**src/hdl/rarst_ram.sv**
```systemverilog
module rarst_ram #(
    parameter int WIDTH = 8,
    parameter int DEPTH = 16
) (
    input  logic                     i_clk,
    input  logic                     i_we,
    input  logic [$clog2(DEPTH)-1:0] i_waddr,
    input  logic [WIDTH-1:0]         i_wdata,
    input  logic [$clog2(DEPTH)-1:0] i_raddr,
    output logic [WIDTH-1:0]         o_rdata
);

    logic [WIDTH-1:0] r_mem [DEPTH];

    always_ff @(posedge i_clk) begin
        if (i_we) begin
            r_mem[i_waddr] <= i_wdata;
        end
        o_rdata <= r_mem[i_raddr];
    end

endmodule

```
**config.mk**
```make
export PLATFORM = sky130hd
export DESIGN_NAME = rarst_ram
export DESIGN_NICKNAME = d
export VERILOG_FILES = /design/src/hdl/rarst_ram.sv
export SDC_FILE = /design/constraint.sdc
export NUM_CORES = 1
export LEC_CHECK = 0
export ABC_AREA = 1
export BUFFER_PORTS_ARGS = -buffer_cell sky130_fd_sc_hd__buf_4
export CORE_MARGIN = 3
export CORE_UTILIZATION = 61
export CTS_CLUSTER_SIZE = 30
export DETAILED_ROUTE_END_ITERATION = 10
export PLACE_DENSITY = 0.79
export SLEW_MARGIN = 5
export SYNTH_ARGS = -nofsm -noshare
export SYNTH_HDL_FRONTEND = slang
export SYNTH_SLANG_ARGS = --single-unit
```
**constraint.sdc**
```tcl
create_clock -name i_clk -period 1.64 [get_ports i_clk]
set_input_delay 0.41 -clock i_clk [delete_from_list [all_inputs] [get_ports i_clk]]
set_output_delay 0.41 -clock i_clk [all_outputs]
set_load 0.05 [all_outputs]
```
==> results.txt, run 1 <==
The run finished with clean final reports. The via count came out at 4,028. The critical path goes through buf_4. The kind of cell with the highest combined delay along the critical path is flip-flops. The layout net count came out at ~610.

Setup repair after global routing left no endpoint under its margin. Along the worst path, the maximum fanout reaches 1. The minimum clock period came out at 1.504 ns. The clock net in this run drives a total of 136 sinks. The die extent in y is ~100 µm. The area of the die came out at 10,660 µm².

The total iterations of the first detailed-routing run is 6. The total routing usage reported by global routing came out at approximately 27%. Data arrives at the worst endpoint at between 1 and 1.5 ns.

The number of placed I/O pins came out at 26. The final hold violation count came out at 0. Among all stages on the critical path, the largest delay is contributed by sky130_fd_sc_hd__dfxtp_1. The number of cell instances on the worst register-to-register path is 6. The first global-routing pass estimated ~21,000 µm of wire.

The achievable clock frequency came out at approximately 670 MHz. For hold timing, the worst endpoint is r_mem[1][2]. The maximum buffer depth of the clock tree came out at 2. The maximum resistive drop on vdd came out at ~0.00076 V. The final RePlAce weighted congestion came out at between 0.8 and 0.9.

For this run, design rule violations remaining after detail routing come to 0. The power per cell area is approximately 1200 nW/µm². In the routed layout, each cell is associated on average with a via count of 5.626.

The delay of the slowest cell on the worst path came out at 0.36 ns. Counting instances, the worst hold path has a depth of 1. The post-CTS resize count came out at 0. The netlist uses 12 different library cells. The total of endpoints with negative setup slack in the final report is 0. Synthesis handed over a netlist of between 500 and 600 instances.

At the worst endpoint, the required time is between 1 and 1.5 ns. In this run the most critical hold path is launched from i_wdata[2]. The number of filler cells placed in the layout came out at roughly 570. The number of placed instances, taps included is 684.

The hold-fix buffer count after cts is 0. The number of nets in the synthesized netlist is roughly 570. Once layout is done, the placed cells without fillers occupy roughly 6700 µm².

At the pin with the least slew margin, the transition time is approximately 0.32 ns. The TritonCTS clock tree is built. The share of the clock period used by the worst path after layout is between 90 and 100%. The number of buffers added on ports came out at 25.

The count of pins over their slew limit is 0. The antenna diode instance count came out at 0. The worst register-to-register path ends at o_rdata[3]. For this configuration, the core starts out at a cell density of roughly 65%. The chip width came out at ~100 µm.

The share of layout cells above drive strength 1 came out at a little over an eighth. By startpoint and endpoint, the worst setup path is classified as flip-flop to output pin. The routed wire length is about 13,000 µm. The library cell used most frequently in the layout, excluding fill and tap cells, is sky130_fd_sc_hd__nand2_1.

Clock latency on the worst-skew pair, taken at its later pin, is ~0.52 ns. The reported max-cap violation count is 0. The count of H-tree levels built during CTS came out at 4.

The multi-input gate area in the final layout is about 1200 µm². The sequential cells in the finished layout cover a total of around 4000 µm². Counting both buffers and inverters, the worst setup path holds a total of 1.

In the final routed layout, each cell accounts on average for around 19 µm. During synthesis, Yosys emitted a total of 0 warnings. Buffers added to address setup during post-CTS repair amount to 0. The clock-pin slew on the worst setup and hold paths came out at 0.06 ns. The remaining global-route overflow is 0.

The worst max-slew margin expressed relative to the limit came out at approximately four fifths. The post-DP HPWL is 7834 µm. The number of antenna violations at the first check in global routing is 0. The total power came out at between 8000 and 9000 µW.

The core region is 8934 µm². The final worst clock skew is 0.006580 ns. The share of the Yosys chip area taken by registers is between 60% and 70%. After routing, the total negative slack on setup checks comes to 0 ns. The type of the most critical hold path is input port to flip-flop. The non-filler instance count after layout is 716.

The leakage dissipation is around 0.003 µW. After synthesis, the mean cell area works out to about 10 µm². The number of antenna-violating nets in the routed design came out at 0. The nature of the critical path endpoint is an output pin. The cell area reported after detailed placement came out at 6128 µm². The via count of the first global-routing pass came to between 3,000 and 4,000. The maximum number of pins on one net before global-route repair is 48. In this run, CTS created clock tree buffers numbering 17. The worst register-to-register path has a setup slack of approximately 0.58 ns. The number of violations reported at the end of detailed-routing iteration 0 came out at between 500 and 600.

The worst flop-to-flop path startpoint is r_mem[1][3]. The synthesis-to-layout area growth is 16.12%. The tree is rooted in a sky130_fd_sc_hd__clkbuf_8. Row generation in the floorplan step produced 34 rows. In the layout the commonest cells are 173 x sky130_fd_sc_hd__nand2_1, 128 x sky130_fd_sc_hd__edfxtp_1, 100 x sky130_fd_sc_hd__inv_1. After synthesis the cells add up to ~5800 µm². The startpoint type of the worst setup path is a flip-flop. The number of flip-flops and latches in the synthesized netlist is 136. The core occupancy in the finished layout came out at between 70% and 80%.
[logic make-up after synthesis]
family	Yosys count	share of synthesized area, %
simple gates	289	21.05
flops	136	69.43
buf+inv	126	9.525
[metal layers]
layer | vias to the layer above | part of all wire (%) | track usage, %
met5 | - | 0 | 0
met4 | 0 | 2.8 | 10.66
met3 | 40 | 9.7 | 5.701
met2 | 229 | 48 | 42.77
met1 | 1898 | 39 | 38.06
li1 | 1861 | - | -
[stage by stage]
step	setup slack (ns)	hold WS, ns
global route	0.1190	0.2361
detailed placement	0.2072	0.6514
CTS	0.1258	0.2125
floorplan	0.2792	0.5089
global placement	0.2120	0.6630
finish	0.1363	0.2234
[power by group]
group / switching (µW) / internal (µW) / leakage (µW) / total [µW]
registers: 26.5 / 3890 / 0.00122 / 3910
logic: 415 / 173 / 0.00145 / 587
clock network: 1450 / 2170 / 0.000262 / 3620
[cell usage after synthesis (all sizes together)]
master / number / area (µm²)
nand2: 173 / 649.4
edfxtp: 128 / 3844
inv: 102 / 382.9
nand3: 97 / 485.5
buf: 24 / 166.4
nor2: 17 / 63.81
dfxtp: 8 / 160.2
nand3b: 2 / 15.01
[how the worst max path moves through the flow]
stage | from | to | slack, ns | cells past startpoint
final | o_rdata[6] | o_rdata[6] | 0.14 | 1
after global routing | o_rdata[6] | o_rdata[6] | 0.12 | 1
after CTS | o_rdata[1] | o_rdata[1] | 0.13 | 1
after detailed placement | i_raddr[0] | o_rdata[5] | 0.21 | 8
after global placement | i_raddr[1] | o_rdata[2] | 0.21 | 6
after floorplan | i_waddr[2] | r_mem[10][0] | 0.28 | 2
[cell type report]
class                           count  area share (%)
Clock buffer                       18           6.241
Clock inverter                     14           2.242
Inverter                          102           5.717
Multi-Input combinational cell    289           18.12
Sequential cell                   136           59.79
Tap cell                          108           2.018
Timing Repair Buffer               49           5.867
[sequential cells by signal, summed over array words and instances, names as in the netlist]
signal / flops
o_rdata: 8
r_mem: 128
Note: power is estimated with default switching activity, not from simulation.
==> inputs of run 2 (changes only) <==
CORE_UTILIZATION = 35   (was 61)
PLACE_DENSITY = unset   (was 0.79)
SETUP_SLACK_MARGIN = 0.4   (was unset)
==> run 2 against run 1 <==
Clock power up 8.6%. Sequential power about the same. Total power up 4.3%. Sequential share of layout area down 2.3 points.
==> results.txt, run 2 (same netlist as run 1, synthesis figures left out) <==
The run finished with clean final reports. The worst setup path is launched from a flip-flop. The reported max-cap violation count is 0 (unchanged). The number of standard-cell rows in the floorplan came out at 46 (+35%). The number of buffers added for setup after CTS is 0 (unchanged). The hold-fix buffer count after cts came out at 0 (unchanged).

The launch point of the worst path is o_rdata[0]. The layout net count is 612 (-0.16%). The final worst clock skew came out at 0.006275 ns (-0.0003045 ns). The total CTS buffers was 17 (unchanged). The clock-pin slew on the worst setup and hold paths is 0.06 ns (about the same). The achievable clock frequency was 752.2 MHz (+13%). The minimum clock period is 1.329 ns (-0.1743 ns).

The number of cell instances on the worst register-to-register path is 6 (unchanged). The routed wire length is 12,910 µm (-2.6%). In this run the worst hold path is classified as input port to flip-flop. The maximum buffer depth of the clock tree came out at 2 (unchanged).

The worst slack at placement came out at 0.1235 ns (-0.08365 ns). The number of clock sinks is 136 (unchanged). The count of pins over their slew limit is 0 (unchanged). The end of the worst register-to-register path is o_rdata[6]. The sum of negative setup slack came to 0 ns (unchanged). The total iterations of the first detailed-routing run is 5 (-1). The nature of the critical path endpoint is an output pin. The area of the core was 16,000 µm² (+79%). More flip-flops sit in one register than any other, and that register is r_mem. The arrival time of the worst setup path was 0.92 ns (-0.17 ns). The total of endpoints with negative setup slack in the final report is 0 (unchanged). The library cell used most frequently in the layout, excluding fill and tap cells, is sky130_fd_sc_hd__nand2_1. The number of gates on the worst path with buffers counted is 1 (unchanged).

The chip width is 134.4 µm (+30%). Grouping stages by cell kind, the critical path spends the most delay in flip-flops. The buffers plus inverters on the worst setup path came out at 1 (unchanged). The final RePlAce weighted congestion was 0.7777 (-5.9%). Walking the worst path, the cells encountered are buf_8. The via count was 3,851 (-4.4%). The number of antenna violations at the first check in global routing is 0 (unchanged). The number of antenna-violating nets in the routed design is 0 (unchanged). From synthesis to final layout, the design area changed by 21.09%. The antenna diode instance count is 0 (unchanged).

The average via count per standard cell is 4.679 (-17%). The clock latency at the later pin of the worst-skew pair came to 0.41 ns (-0.11 ns). The area of the die was 18,050 µm² (+69%). The post-DP HPWL came to 7960 µm (+1.6%).

The critical path in this run is classified as flip-flop to output pin. The maximum resistive drop on vdd came out at 0.0007540 V (-0.81%). In the layout the commonest cells are 173 x sky130_fd_sc_hd__nand2_1, 128 x sky130_fd_sc_hd__edfxtp_1, 100 x sky130_fd_sc_hd__inv_1. The share of the clock period used by the worst path after layout came out at 81.06% (-11 points). The last element of the critical path is o_rdata[0]. The remaining global-route overflow was 0 (unchanged). The die extent in y came out at 134.4 µm (+30%). The slowest stage of the critical path belongs to the cell sky130_fd_sc_hd__dfxtp_2. The via count of the first global-routing pass is 3,770 (-5.3%). The actual transition at the worst max-transition pin is 0.4009 ns (+0.08227 ns). The post-detailed-route DRC marker count is 0 (unchanged).

The average wire length per cell after detail routing was 15.69 µm (-15%). The flop-to-flop setup slack is 0.62 ns (+0.04 ns). The starting density of the core came to 36.04% (-29 points).

The number of violations reported at the end of detailed-routing iteration 0 is 364 (-37%). The largest registers in the layout are r_mem (128), o_rdata (8). The count of H-tree levels built during CTS came to 4 (unchanged).

The global-route wire length before repair came out at 20,580 µm (-2.5%). The number of placed I/O pins is 26 (unchanged). The delay of the slowest cell on the worst path is 0.36 ns (about the same). The flip-flop count of the largest register, all copies and words added is 128 (unchanged). The power per cell area came out at 1213 nW/µm² (about the same). The post-route worst setup slack is 0.3106 ns (+0.1743 ns). Setup repair after global routing could not meet its margin everywhere. The final hold violation count came out at 0 (unchanged). The number of filler cells placed in the layout is 1,534 (+170%). The TritonCTS clock tree is built.

The leakage dissipation is 0.002988 µW (+1.9%). The number of buffers added on ports came out at 25 (unchanged). The share of layout cells above drive strength 1 is 15.82% (+2.5 points).

The total routing usage reported by global routing is 15.12% (-12 points). The buffer cell driving the clock tree root is sky130_fd_sc_hd__clkbuf_16. The worst max-slew margin expressed relative to the limit came to 73.28% (-5.5 points). The peak fanout along the critical path is 1 (unchanged).

The worst flop-to-flop path startpoint is r_mem[1][6]. The maximum number of pins on one net before global-route repair came out at 65 (+35%). The required time of the critical path came to 1.23 ns (about the same).
run 2: cell count changes in the layout (fill, tap and decap cells not counted), sizes merged:
cell      before  now
clkinv         4    3
clkinvlp       5    4
clkbuf        18   21
buf           49   48
inv          105  103
bufinv         2    3
run 2: worst min path at each step:
stage | to | start | slack, ns | cells past startpoint
after global placement | o_rdata[5] | r_mem[12][5] | 0.64 | 6
after CTS | o_rdata[0] | i_raddr[3] | 0.32 | 3
after floorplan | r_mem[0][0] | i_wdata[0] | 0.51 | 0
after global routing | o_rdata[0] | i_raddr[3] | 0.34 | 3
final | o_rdata[0] | i_raddr[3] | 0.33 | 3
after detailed placement | o_rdata[4] | r_mem[14][4] | 0.67 | 6
run 2: metrics by stage:
step	instance area [µm²]	power, µW	utilization (%)	hold WS, ns	cells
after global routing	6983	8737	43.64	0.3356	823
after global placement	6296	4564	39.35	0.6433	791
after floorplan	5782	4333	-	0.5089	551
final	6983	8469	43.64	0.3267	823
after CTS	6983	8522	43.64	0.3151	823
after detailed placement	6296	4574	39.35	0.6701	791
run 2: what timing repair did:
action | CTS | global route
endpoints found under the setup margin | 8 | 8
resized for setup | 22 | 0
hold endpoints to repair | 0 | 0
gates cloned | 0 | 0
run 2: cell type report:
class / instances / area [µm²] / share of cell area (%)
multi-input cells: 289 / 1229 / 17.60
flip-flops and latches: 136 / 4014 / 57.48
clock buffers: 21 / 480.5 / 6.880
clock inverters: 11 / 143.9 / 2.061
well taps: 216 / 270.3 / 3.870
inverters: 102 / 382.9 / 5.483
repair buffers: 48 / 462.9 / 6.630
run 2: worst min-delay path, delay by kind of cell:
kind	cells	cell delay (ns)
simple gates	2	0.13
buf+inv	1	0.16
run 2: power by group:
group          internal (µW)  total, µW  switching [µW]  leakage (µW)
Sequential              3890       3920            32.3       0.00122
Clock                   2550       3930            1380      0.000298
Combinational            206        613             408       0.00147
Total                   6640       8470            1820       0.00299
run 2: routing by layer:
layer,vias to the layer above,share of wire (%),track usage (%)
met5,-,0,0
met4,0,1.2,4.468
met3,15,5.4,3.488
met2,118,49,24.39
met1,1861,45,20.54
li1,1857,-,-
